--- config.mk ---
export PLATFORM = sky130hd
export DESIGN_NAME = indexed_insert_remove_list
export DESIGN_NICKNAME = d
export VERILOG_FILES = /design/src/ilst_pkg.sv /design/src/ilst_cell.sv /design/src/indexed_insert_remove_list.sv
export SDC_FILE = /design/constraint.sdc
export NUM_CORES = 1
export LEC_CHECK = 0
export BUFFER_PORTS_ARGS = -buffer_cell sky130_fd_sc_hd__buf_2
export CAP_MARGIN = 20
export CORE_MARGIN = 4
export CORE_UTILIZATION = 64
export CTS_CLUSTER_DIAMETER = 30
export DETAILED_ROUTE_END_ITERATION = 7
export GPL_ROUTABILITY_DRIVEN = 0
export PLACE_DENSITY = 0.84
export SKIP_LAST_GASP = 1
export SLEW_MARGIN = 20
export SYNTH_ARGS = -nofsm -noshare
export SYNTH_HDL_FRONTEND = slang
export SYNTH_SLANG_ARGS = --single-unit
--- constraint.sdc ---
create_clock -name clk -period 12.2 [get_ports clk]
set_input_delay 1.83 -clock clk [delete_from_list [all_inputs] [get_ports clk]]
set_output_delay 1.83 -clock clk [all_outputs]
set_load 0.01 [all_outputs]
--- src/ilst_pkg.sv ---
package ilst_pkg;

	// list geometry
	localparam int DEPTH      = 16;
	localparam int ITEM_WIDTH = 32;

	// stored word width: the item port carries at most 32 bits
	localparam int WORD_W = (ITEM_WIDTH < 32) ? ITEM_WIDTH : 32;
	localparam int POS_W  = (DEPTH > 1) ? $clog2(DEPTH) : 1;
	localparam int FILL_W = $clog2(DEPTH + 1);

	// field widths of the ports
	localparam int CMD_W   = 3;
	localparam int INDEX_W = 8;
	localparam int DATA_W  = 32;
	localparam int COUNT_W = 9;

	// command codes
	localparam logic [CMD_W-1:0] CMD_APPEND = 3'd0;
	localparam logic [CMD_W-1:0] CMD_GET    = 3'd1;
	localparam logic [CMD_W-1:0] CMD_PUT    = 3'd2;
	localparam logic [CMD_W-1:0] CMD_INSERT = 3'd3;
	localparam logic [CMD_W-1:0] CMD_REMOVE = 3'd4;
	localparam logic [CMD_W-1:0] CMD_CLEAR  = 3'd5;

	// command broadcast to every cell of the row
	typedef struct packed {
		logic               en;     // accepted and succeeding
		logic [CMD_W-1:0]   cmd;
		logic [COUNT_W-1:0] index;  // zero-extended list position
		logic [COUNT_W-1:0] count;  // fill level before the command
	} ilst_bcast_t;

endpackage

--- src/ilst_cell.sv ---
module ilst_cell
	import ilst_pkg::*;
(
	input  logic              clk,
	input  logic [POS_W-1:0]  pos,
	input  ilst_bcast_t       bc,
	input  logic [WORD_W-1:0] item,
	input  logic [WORD_W-1:0] left,
	input  logic [WORD_W-1:0] right,
	output logic [WORD_W-1:0] word_q
);

	logic [COUNT_W-1:0] pos_x;
	logic               at_idx;
	logic               above_idx;
	logic               below_cnt;
	logic               at_cnt;
	logic               below_last;
	logic               ld_item;
	logic               ld_left;
	logic               ld_right;

	assign pos_x      = COUNT_W'(pos);
	assign at_idx     = (pos_x == bc.index);
	assign above_idx  = (pos_x > bc.index);
	assign below_cnt  = (pos_x < bc.count);
	assign at_cnt     = (pos_x == bc.count);
	assign below_last = ((pos_x + COUNT_W'(1)) < bc.count);

	always_comb begin
		ld_item  = 1'b0;
		ld_left  = 1'b0;
		ld_right = 1'b0;
		if (bc.en) begin
			unique case (bc.cmd)
				CMD_APPEND: ld_item = at_cnt;
				CMD_PUT:    ld_item = at_idx;
				CMD_INSERT: begin
					ld_item = at_idx;
					ld_left = above_idx && (below_cnt || at_cnt);
				end
				CMD_REMOVE: ld_right = (at_idx || above_idx) && below_last;
				default: ;
			endcase
		end
	end

	always_ff @(posedge clk) begin
		if (ld_item) begin
			word_q <= item;
		end else if (ld_left) begin
			word_q <= left;
		end else if (ld_right) begin
			word_q <= right;
		end
	end

endmodule

--- src/indexed_insert_remove_list.sv ---
// Fixed-capacity ordered list of DEPTH words held in a row of cells, one
// entry per cell. Each request transfer carries a command (append, get,
// put, insert at, remove at, clear), a list index and an item word; each
// produces exactly one response transfer with a success flag, the word read
// by get or removed by remove (zero otherwise or on failure) and the entry
// count after the command. Insert and remove shift every later entry by one
// place at once, each cell loading from its neighbour, so a new request is
// taken each cycle while the response register is free or being drained.
// The response is registered and appears in the cycle after its request
// is taken. Entries are not cleared by reset or by clear; only the fill
// count is, and cells at or beyond the count are never read.
module indexed_insert_remove_list
	import ilst_pkg::*;
(
	input  logic               clk,
	input  logic               arst_n,
	// request channel
	input  logic               req_valid,
	output logic               req_stall,
	input  logic [CMD_W-1:0]   cmd,
	input  logic [INDEX_W-1:0] index,
	input  logic [DATA_W-1:0]  item,
	// response channel
	output logic               rsp_valid,
	input  logic               rsp_stall,
	output logic               ok,
	output logic [DATA_W-1:0]  data,
	output logic [COUNT_W-1:0] count
);

	logic [FILL_W-1:0]  fill_q;
	logic [FILL_W-1:0]  fill_nxt;
	logic               rsp_valid_q;
	logic               ok_q;
	logic [DATA_W-1:0]  data_q;
	logic [COUNT_W-1:0] count_q;

	logic               req_xfer;
	logic [COUNT_W-1:0] idx_x;
	logic [COUNT_W-1:0] fill_x;
	logic               full;
	logic               in_range;
	logic               cmd_ok;
	logic [WORD_W-1:0]  rd_word;
	logic [DATA_W-1:0]  rd_data;
	logic [WORD_W-1:0]  item_w;
	ilst_bcast_t        bc;

	logic [WORD_W-1:0]  cell_word [DEPTH];

	// a new request is held off only while an old response waits
	assign req_stall = rsp_valid_q && rsp_stall;
	assign req_xfer  = req_valid && !req_stall;

	assign idx_x    = COUNT_W'(index);
	assign fill_x   = COUNT_W'(fill_q);
	assign full     = (fill_x == COUNT_W'(DEPTH));
	assign in_range = (idx_x < fill_x);
	assign item_w   = item[WORD_W-1:0];

	always_comb begin
		cmd_ok   = 1'b0;
		fill_nxt = fill_q;
		unique case (cmd)
			CMD_APPEND: begin
				cmd_ok   = !full;
				fill_nxt = full ? fill_q : fill_q + FILL_W'(1);
			end
			CMD_GET,
			CMD_PUT:    cmd_ok = in_range;
			CMD_INSERT: begin
				cmd_ok   = in_range && !full;
				fill_nxt = cmd_ok ? fill_q + FILL_W'(1) : fill_q;
			end
			CMD_REMOVE: begin
				cmd_ok   = in_range;
				fill_nxt = in_range ? fill_q - FILL_W'(1) : fill_q;
			end
			CMD_CLEAR: begin
				cmd_ok   = 1'b1;
				fill_nxt = '0;
			end
			default: ;
		endcase
	end

	// one read port at the index; only used when the index is in range
	assign rd_word = cell_word[index[POS_W-1:0]];
	assign rd_data = (cmd_ok && (cmd == CMD_GET || cmd == CMD_REMOVE))
		? DATA_W'(rd_word) : '0;

	assign bc.en    = req_xfer && cmd_ok;
	assign bc.cmd   = cmd;
	assign bc.index = idx_x;
	assign bc.count = fill_x;

	// row of cells; each neighbour feeds the shift for insert and remove
	for (genvar i = 0; i < DEPTH; i++) begin : g_cell
		logic [WORD_W-1:0] left_w;
		logic [WORD_W-1:0] right_w;
		if (i == 0) begin : g_first
			assign left_w = item_w;
		end else begin : g_mid_l
			assign left_w = cell_word[i-1];
		end
		if (i == DEPTH - 1) begin : g_last
			assign right_w = item_w;
		end else begin : g_mid_r
			assign right_w = cell_word[i+1];
		end
		ilst_cell u_cell (
			.clk    (clk),
			.pos    (POS_W'(i)),
			.bc     (bc),
			.item   (item_w),
			.left   (left_w),
			.right  (right_w),
			.word_q (cell_word[i])
		);
	end

	always_ff @(posedge clk or negedge arst_n) begin
		if (!arst_n) begin
			fill_q      <= '0;
			rsp_valid_q <= 1'b0;
		end else begin
			if (req_xfer) begin
				fill_q      <= fill_nxt;
				rsp_valid_q <= 1'b1;
			end else if (!rsp_stall) begin
				rsp_valid_q <= 1'b0;
			end
		end
	end

	// response payload, loaded with each request transfer
	always_ff @(posedge clk) begin
		if (req_xfer) begin
			ok_q    <= cmd_ok;
			data_q  <= rd_data;
			count_q <= COUNT_W'(fill_nxt);
		end
	end

	assign rsp_valid = rsp_valid_q;
	assign ok        = ok_q;
	assign data      = data_q;
	assign count     = count_q;

	// fill level never passes the capacity
	a_fill_cap: assert property (@(posedge clk) disable iff (!arst_n)
		fill_x <= COUNT_W'(DEPTH))
		else $error("fill count beyond capacity");

	// a pending response always reports the live fill level
	a_count_live: assert property (@(posedge clk) disable iff (!arst_n)
		rsp_valid_q |-> (count_q == fill_x))
		else $error("response count differs from fill level");

	// a failed command returns no data
	a_fail_zero: assert property (@(posedge clk) disable iff (!arst_n)
		(rsp_valid_q && !ok_q) |-> (data_q == '0))
		else $error("failed command returned data");

	// clear empties the list
	a_clear: assert property (@(posedge clk) disable iff (!arst_n)
		(req_xfer && cmd == CMD_CLEAR) |=> (fill_q == '0 && ok_q))
		else $error("clear did not empty the list");

endmodule

==> summary.md, run 1 <==
| Metric | Value |
|---|---|
| Power Total | `5.63 mW` |
| Initial antenna violation count | `6` |
| First-pass GRT wire length | `159000 um` |
| Fin cells | `2981` |
| Final core occ | `0.754` |
| Routed vias/inst | `8.67` |
| Worst Max-Slew Pin Slew | `1.21 ns` |
| Post-DP HPWL | `55400 um` |
| Core area | `47800 um2` |
| EDFF count, synth | `550` |
| Placed cell count | `2761` |
| Hold-fix buffers, CTS | `0` |
| Hold_ws | `0.518 ns` |
| CP max FO | `178` |
| Final WS setup | `6.01 ns` |
| Layout Nets | `2323` |
| Sequential area share after synthesis | `0.538` |
| Register Area | `16700 um2` |
| Final slew viol count | `0` |
| Crit path launch type | `primary input` |
| Root Driver | `clkbuf_16` |
| Area of the die | `52000 um2` |
| Critical Path AT | `6.53 ns` |
| LEAKAGE | `11.8 nW` |
| Post-Syn Area | `31000 um2` |
| Largest net degree at the start of global routing | `285` |
| Max Clk Rate | `162 MHz` |
| Clk buf depth | `3` |
| Die W | `228 um` |
| CTS Buf Count | `114` |
| Area growth from synthesis to layout | `16.4%` |
| Status | `completed` |
| Register bit total from synthesis | `556` |
| Synth Instances | `2304` |
| Synthesized area per cell | `13.5 um2` |
| Synth async-reset ratio | `0.0108` |
| Yosys warns | `0` |
| Fin Clk Skew | `0.0313 ns` |
| Min cycle time layout | `6.19 ns` |
| Worst EP required | `12.54 ns` |
| Rel. slew slack | `0.190` |
| Routed WL | `106000 um` |
| Fin area | `36100 um2` |
| Starting DRT DRC Count | `4997` |
| Synth Flop Type | `edfxtp_1` |
| Vias in the first global route | `26400` |
| Setup violators final | `0` |
| Share of cells above drive strength 1 | `0.267` |
| Synth unique cells | `61` |
| Hold Crit Class | `flop to flop` |
| Fillers | `2635` |
| Total clock sinks | `556` |
| Hold Vio Cnt, Final | `0` |
| Io pins | `91` |
| Dpl ws | `5.64 ns` |
| Power Density | `156 nW/um2` |
| IO Port Bufs | `86` |
| Drt wl/cell | `35.4 um` |
| Worst IR Drop VDD | `0.000143 V` |
| Period utilisation layout | `0.507` |
| DR DRC count | `0` |
| Via count | `25900` |
| Die H | `228 um` |
| Clk slew on worst S/H paths | `0.05 ns` |
| Initial cell density of the core | `0.648` |
| Final TNS setup | `0 ns` |
| Clk_lat worst skew | `0.67 ns` |
| Cell Area, Placed | `32000 um2` |
| GRT Residual Overflow | `0` |
| Multi-input logic area | `13500 um2` |
| CTS H-tree lvls | `3` |
| Rows | `80` |
| Antenna viol nets, final | `0` |
| CTS tree | `yes` |
| Max Cap Violations | `0` |
| CP Capture Type | `flop` |
| Post-cts sizing count | `0` |
| CP Class | `primary input to flop` |
| Unrepaired setup endpoints after global routing | `false` |
| Postcts setup bufs | `0` |
| Gr usage total | `0.394` |
| First-pass DRT Iterations | `7` |
==> synthesized netlist by cell type, drive strengths merged, types with 3 or more instances <==
cell type  count  area [um2]
a2bb2oi      448        3920
and3           4        25.0
edfxtp       550       16500
o22ai        449        2810
inv            7        26.3
mux4         160        3600
a31oi         15        93.8
or3            3        18.8
a22oi         11        82.6
a211oi         4        50.1
o21a           4        30.0
nor3b          3        27.5
nand3         22         110
a32oi          5        43.8
nor3          12        76.3
a21o           4        30.0
nand2         33         124
and2           6        37.5
ha             9         113
nor2b         38         238
or4            3        22.5
nand2b         5        31.3
o21ai         28         140
nor2          29         109
a21oi         20         104
clkbuf       163         612
buf          156         723
mux2          64         721
dfrtp          6         150
a221oi         7         105
o211ai        10        75.1
==> state kept, by name, summed over array words and instances (netlist names) <==
register	flops
fill_q	5
g_cell.u_cell.word_q	512
count	5
ok	1
data	32
rsp_valid	1
==> layer usage <==
layer | part of all wire | global-route usage | wire, um | vias to the layer above
met3 | 0.17 | 0.135 | 17600 | 791
li1 | - | - | - | 9858
met5 | 0.00037 | 0 | 39 | -
met1 | 0.30 | 0.479 | 32000 | 12200
met2 | 0.45 | 0.601 | 47800 | 3040
met4 | 0.077 | 0.264 | 8100 | 6
==> cell type report <==
cell class                      count  area share
Sequential cell                   556       0.462
Inverter                            8    0.000832
Clock buffer                      128      0.0817
Tap cell                          615      0.0213
Timing Repair Buffer              163      0.0322
Clock inverter                     84      0.0270
Multi-Input combinational cell   1424       0.375
Antenna cell                        3    0.000208
==> cells by family after synthesis <==
group / synth area share
xor gates and xnor gates: 0.000565
buffers and inverters: 0.0440
and+or+nand+nor: 0.0281
other: 0.000121
adders and majority gates: 0.00363
muxes: 0.140
DFF: 0.538
AOI/OAI and AO/OA: 0.246
==> cell usage in the layout (no fill, tap or decap), types with 5 or more instances in the layout <==
cell type / netlist / routed
o21ai_0: 24 / 24
a31oi_4: 0 / 12
nor3_1: 10 / 10
nand3_1: 22 / 17
nand2b_1: 5 / 5
a21oi_1: 19 / 11
a2bb2oi_1: 448 / 448
o211ai_1: 10 / 10
ha_1: 9 / 9
inv_1: 7 / 6
mux2_2: 62 / 62
buf_2: 98 / 84
nor2_1: 29 / 29
a22oi_2: 0 / 9
clkinvlp_4: 0 / 11
buf_4: 4 / 68
nor2b_1: 38 / 38
edfxtp_1: 550 / 550
bufinv_16: 0 / 19
buf_16: 0 / 6
o22ai_1: 449 / 449
clkinv_2: 0 / 28
clkbuf_16: 0 / 116
clkinv_4: 0 / 5
clkinv_1: 1 / 17
and2_1: 6 / 6
dfrtp_1: 6 / 6
a221oi_4: 0 / 7
nand2_1: 33 / 33
mux4_2: 160 / 160
clkbuf_1: 163 / 12
a21oi_4: 0 / 9
==> worst paths after layout <==
check	end	cells after the start	start	slack, ns
worst max-delay path	g_cell[10].u_cell.word_q[10]	12	index[3]	6.01
worst min-delay path	rsp_valid	2	rsp_valid	0.52
worst max register to register	g_cell[10].u_cell.word_q[10]	11	fill_q[2]	6.98
worst min register to register	rsp_valid	2	rsp_valid	0.52
max in group asynchronous	rsp_valid	1	arst_n	11.03
min in group asynchronous	fill_q[4]	1	arst_n	1.01
==> critical path, stage by stage <==
cell and delay [ns]:
buf_2 0.08, buf_4 0.77, ha_1 0.37, o21a_1 0.12
o21ai_0 0.25, nor2_1 0.10, o21a_2 0.53, a21oi_4 0.25
buf_4 0.73, buf_12 0.52, buf_16 0.59, a2bb2oi_1 0.23
==> power by group <==
group / leakage [nW] / switching, mW / internal (mW) / total (mW)
combinational: 4.84 / 0.223 / 0.112 / 0.335
sequential: 5.04 / 0.0167 / 2.09 / 2.11
clock: 1.90 / 1.07 / 2.12 / 3.19
No activity file was read; power rests on OpenSTA's default activity.
==> run 2: changes to the inputs <==
--- a/config.mk
+++ b/config.mk
@@ -8,11 +8,11 @@
 export BUFFER_PORTS_ARGS = -buffer_cell sky130_fd_sc_hd__buf_2
 export CAP_MARGIN = 20
 export CORE_MARGIN = 4
-export CORE_UTILIZATION = 64
+export CORE_UTILIZATION = 57
 export CTS_CLUSTER_DIAMETER = 30
 export DETAILED_ROUTE_END_ITERATION = 7
 export GPL_ROUTABILITY_DRIVEN = 0
-export PLACE_DENSITY = 0.84
+export PLACE_DENSITY = 0.79
 export SKIP_LAST_GASP = 1
 export SLEW_MARGIN = 20
 export SYNTH_ARGS = -nofsm -noshare
==> constraint.sdc (replaced) <==
create_clock -name clk -period 5.6 [get_ports clk]
set_input_delay 0.84 -clock clk [delete_from_list [all_inputs] [get_ports clk]]
set_output_delay 0.84 -clock clk [all_outputs]
set_load 0.01 [all_outputs]
==> run 2 against run 1 <==
Compared with the run above:
- die area rose by 12%
- critical path depth shrank 3
- critical path type is now flop to flop
- flip-flop and latch count is the same
- first-iteration DRC count decreased by 12%
- largest power group unchanged
==> summary.md, run 2 (same netlist as run 1, synthesis figures left out) <==
| Metric | Value |
|---|---|
| Drt wl/cell | `35.0 um` |
| Clk_lat worst skew | `0.69 ns` |
| Postcts setup bufs | `0` |
| Total clock sinks | `556` |
| Cell Area, Placed | `32400 um2` |
| Top reg by flops | `g_cell.u_cell.word_q` |
| Register Area | `16700 um2` |
| Core area | `53800 um2` |
| Layout Nets | `2338` |
| Fillers | `3506` |
| Area of the die | `58200 um2` |
| M2 GR Usage | `0.561` |
| Hold Crit Class | `primary input to flop` |
| Rows | `85` |
| Die H | `241 um` |
| Final slew viol count | `0` |
| Root Driver | `clkbuf_16` |
| Multi-input logic area | `13600 um2` |
| CP Capture Type | `flop` |
| Worst-path cell chain | `clkinv_1, ha_1, o21a_1, o21ai_0, nor2_1, o21a_2, a221oi_4, buf_4, a2bb2oi_1` |
| M1 GR Usage | `0.446` |
| Max Cap Violations | `0` |
| LEAKAGE | `11.8 nW` |
| Worst hold endpoint | `rsp_valid` |
| Clk buf depth | `3` |
| CP max FO | `17` |
| CTS Buf Count | `113` |
| Area growth from synthesis to layout | `17.4%` |
| Via count | `25600` |
| Final TNS setup | `0 ns` |
| Power Total | `12.2 mW` |
| Hold Vio Cnt, Final | `0` |
| Hold path depth | `2` |
| Initial cell density of the core | `0.576` |
| CP top delay family | `compound AO/OA/AOI/OAI gates` |
| Starting DRT DRC Count | `4409` |
| Post-cts sizing count | `0` |
| Max Clk Rate | `224 MHz` |
| Critical path's slowest cell | `a221oi_4` |
| Routed WL | `108000 um` |
| Setup violators final | `0` |
| First-pass GRT wire length | `159000 um` |
| Worst EP required | `6.09 ns` |
| Hold-fix buffers, CTS | `1` |
| Post-DP HPWL | `59000 um` |
| Worst IR Drop VDD | `0.000268 V` |
| Fin cells | `3075` |
| CP Class | `flop to flop` |
| Min cycle time layout | `4.47 ns` |
| First-pass DRT Iterations | `8` |
| Met3 usage in global routing | `0.125` |
| Initial antenna violation count | `3` |
| Fin area | `36400 um2` |
| Reg-to-reg endpoint | `g_cell[8].u_cell.word_q[20]` |
| Clk slew on worst S/H paths | `0.05 ns` |
| R2r startpoint | `fill_q[2]` |
| DR DRC count | `0` |
| Share of cells above drive strength 1 | `0.270` |
| R2r setup slk | `1.13 ns` |
| GRT Residual Overflow | `0` |
| Placed cell count | `2860` |
| Antenna viol nets, final | `0` |
| Period utilisation layout | `0.799` |
| Io pins | `91` |
| Max FFs per register | `512` |
| Commonest non-fill, non-tap cell in the layout | `edfxtp_1` |
| Die W | `241 um` |
| Status | `completed` |
| Leading cell types in the layout, fill and taps excluded | `550 x edfxtp_1, 449 x o22ai_1, 448 x a2bb2oi_1, 160 x mux4_2, 116 x clkbuf_16` |
| Gr usage total | `0.365` |
| Crit path buf inv count | `2` |
| Critical path's largest stage delay | `1.00 ns` |
| CTS tree | `yes` |
| CTS H-tree lvls | `3` |
| Worst Max-Slew Pin Slew | `1.17 ns` |
| Fin Clk Skew | `0.0365 ns` |
| Worst R2R Path Depth | `9` |
| Critical Path AT | `4.96 ns` |
| Routed vias/inst | `8.34` |
| Largest net degree at the start of global routing | `77` |
| Crit path launch type | `flop` |
| Power Density | `336 nW/um2` |
| Unrepaired setup endpoints after global routing | `false` |
| Grt peak-use layer | `met2` |
| IO Port Bufs | `86` |
| Rel. slew slack | `0.218` |
| Hold Crit Start | `req_valid` |
| Vias in the first global route | `25800` |
## run 2: layout make-up
type | instances | area share
clock inverters | 79 | 0.0251
multi-input cells | 1424 | 0.373
repair buffers | 179 | 0.0375
inverters | 8 | 0.000825
flip-flops and latches | 556 | 0.458
clock buffers | 131 | 0.0816
diodes | 2 | 0.000138
well taps | 696 | 0.0239
## run 2: per-layer routing
layer | part of all wire | vias up
met5 | 0.00011 | -
met4 | 0.075 | 2
met3 | 0.16 | 726
met2 | 0.45 | 2774
met1 | 0.31 | 12200
li1 | - | 9909
## run 2: how the worst max path moves through the flow
| stage | startpoint | endpoint | slack, ns | depth (start not counted) |
|---|---|---|---|---|
| finish | fill_q[2] | g_cell[8].u_cell.word_q[20] | 1.13 | 9 |
| global route | fill_q[2] | g_cell[15].u_cell.word_q[7] | 1.01 | 9 |
| CTS | fill_q[2] | g_cell[15].u_cell.word_q[7] | 1.36 | 9 |
| detailed placement | index[0] | g_cell[7].u_cell.word_q[10] | 1.20 | 7 |
| global placement | index[1] | g_cell[8].u_cell.word_q[15] | 1.29 | 8 |
| floorplan | rsp_stall | g_cell[11].u_cell.word_q[0] | 0.74 | 7 |
## run 2: power by group
part,total (mW),internal (mW),switching [mW]
Clock,6.89,4.56,2.33
Combinational,0.746,0.251,0.495
Sequential,4.59,4.56,0.0347
## run 2: stage by stage
stage               worst slack [ns]  utilization  hold slack, ns
floorplan                      0.739            -           0.544
global placement                1.29        0.602           0.523
detailed placement              1.20        0.603           0.526
CTS                             1.36        0.675           0.373
global route                    1.01        0.676           0.401
finish                          1.13        0.676           0.383
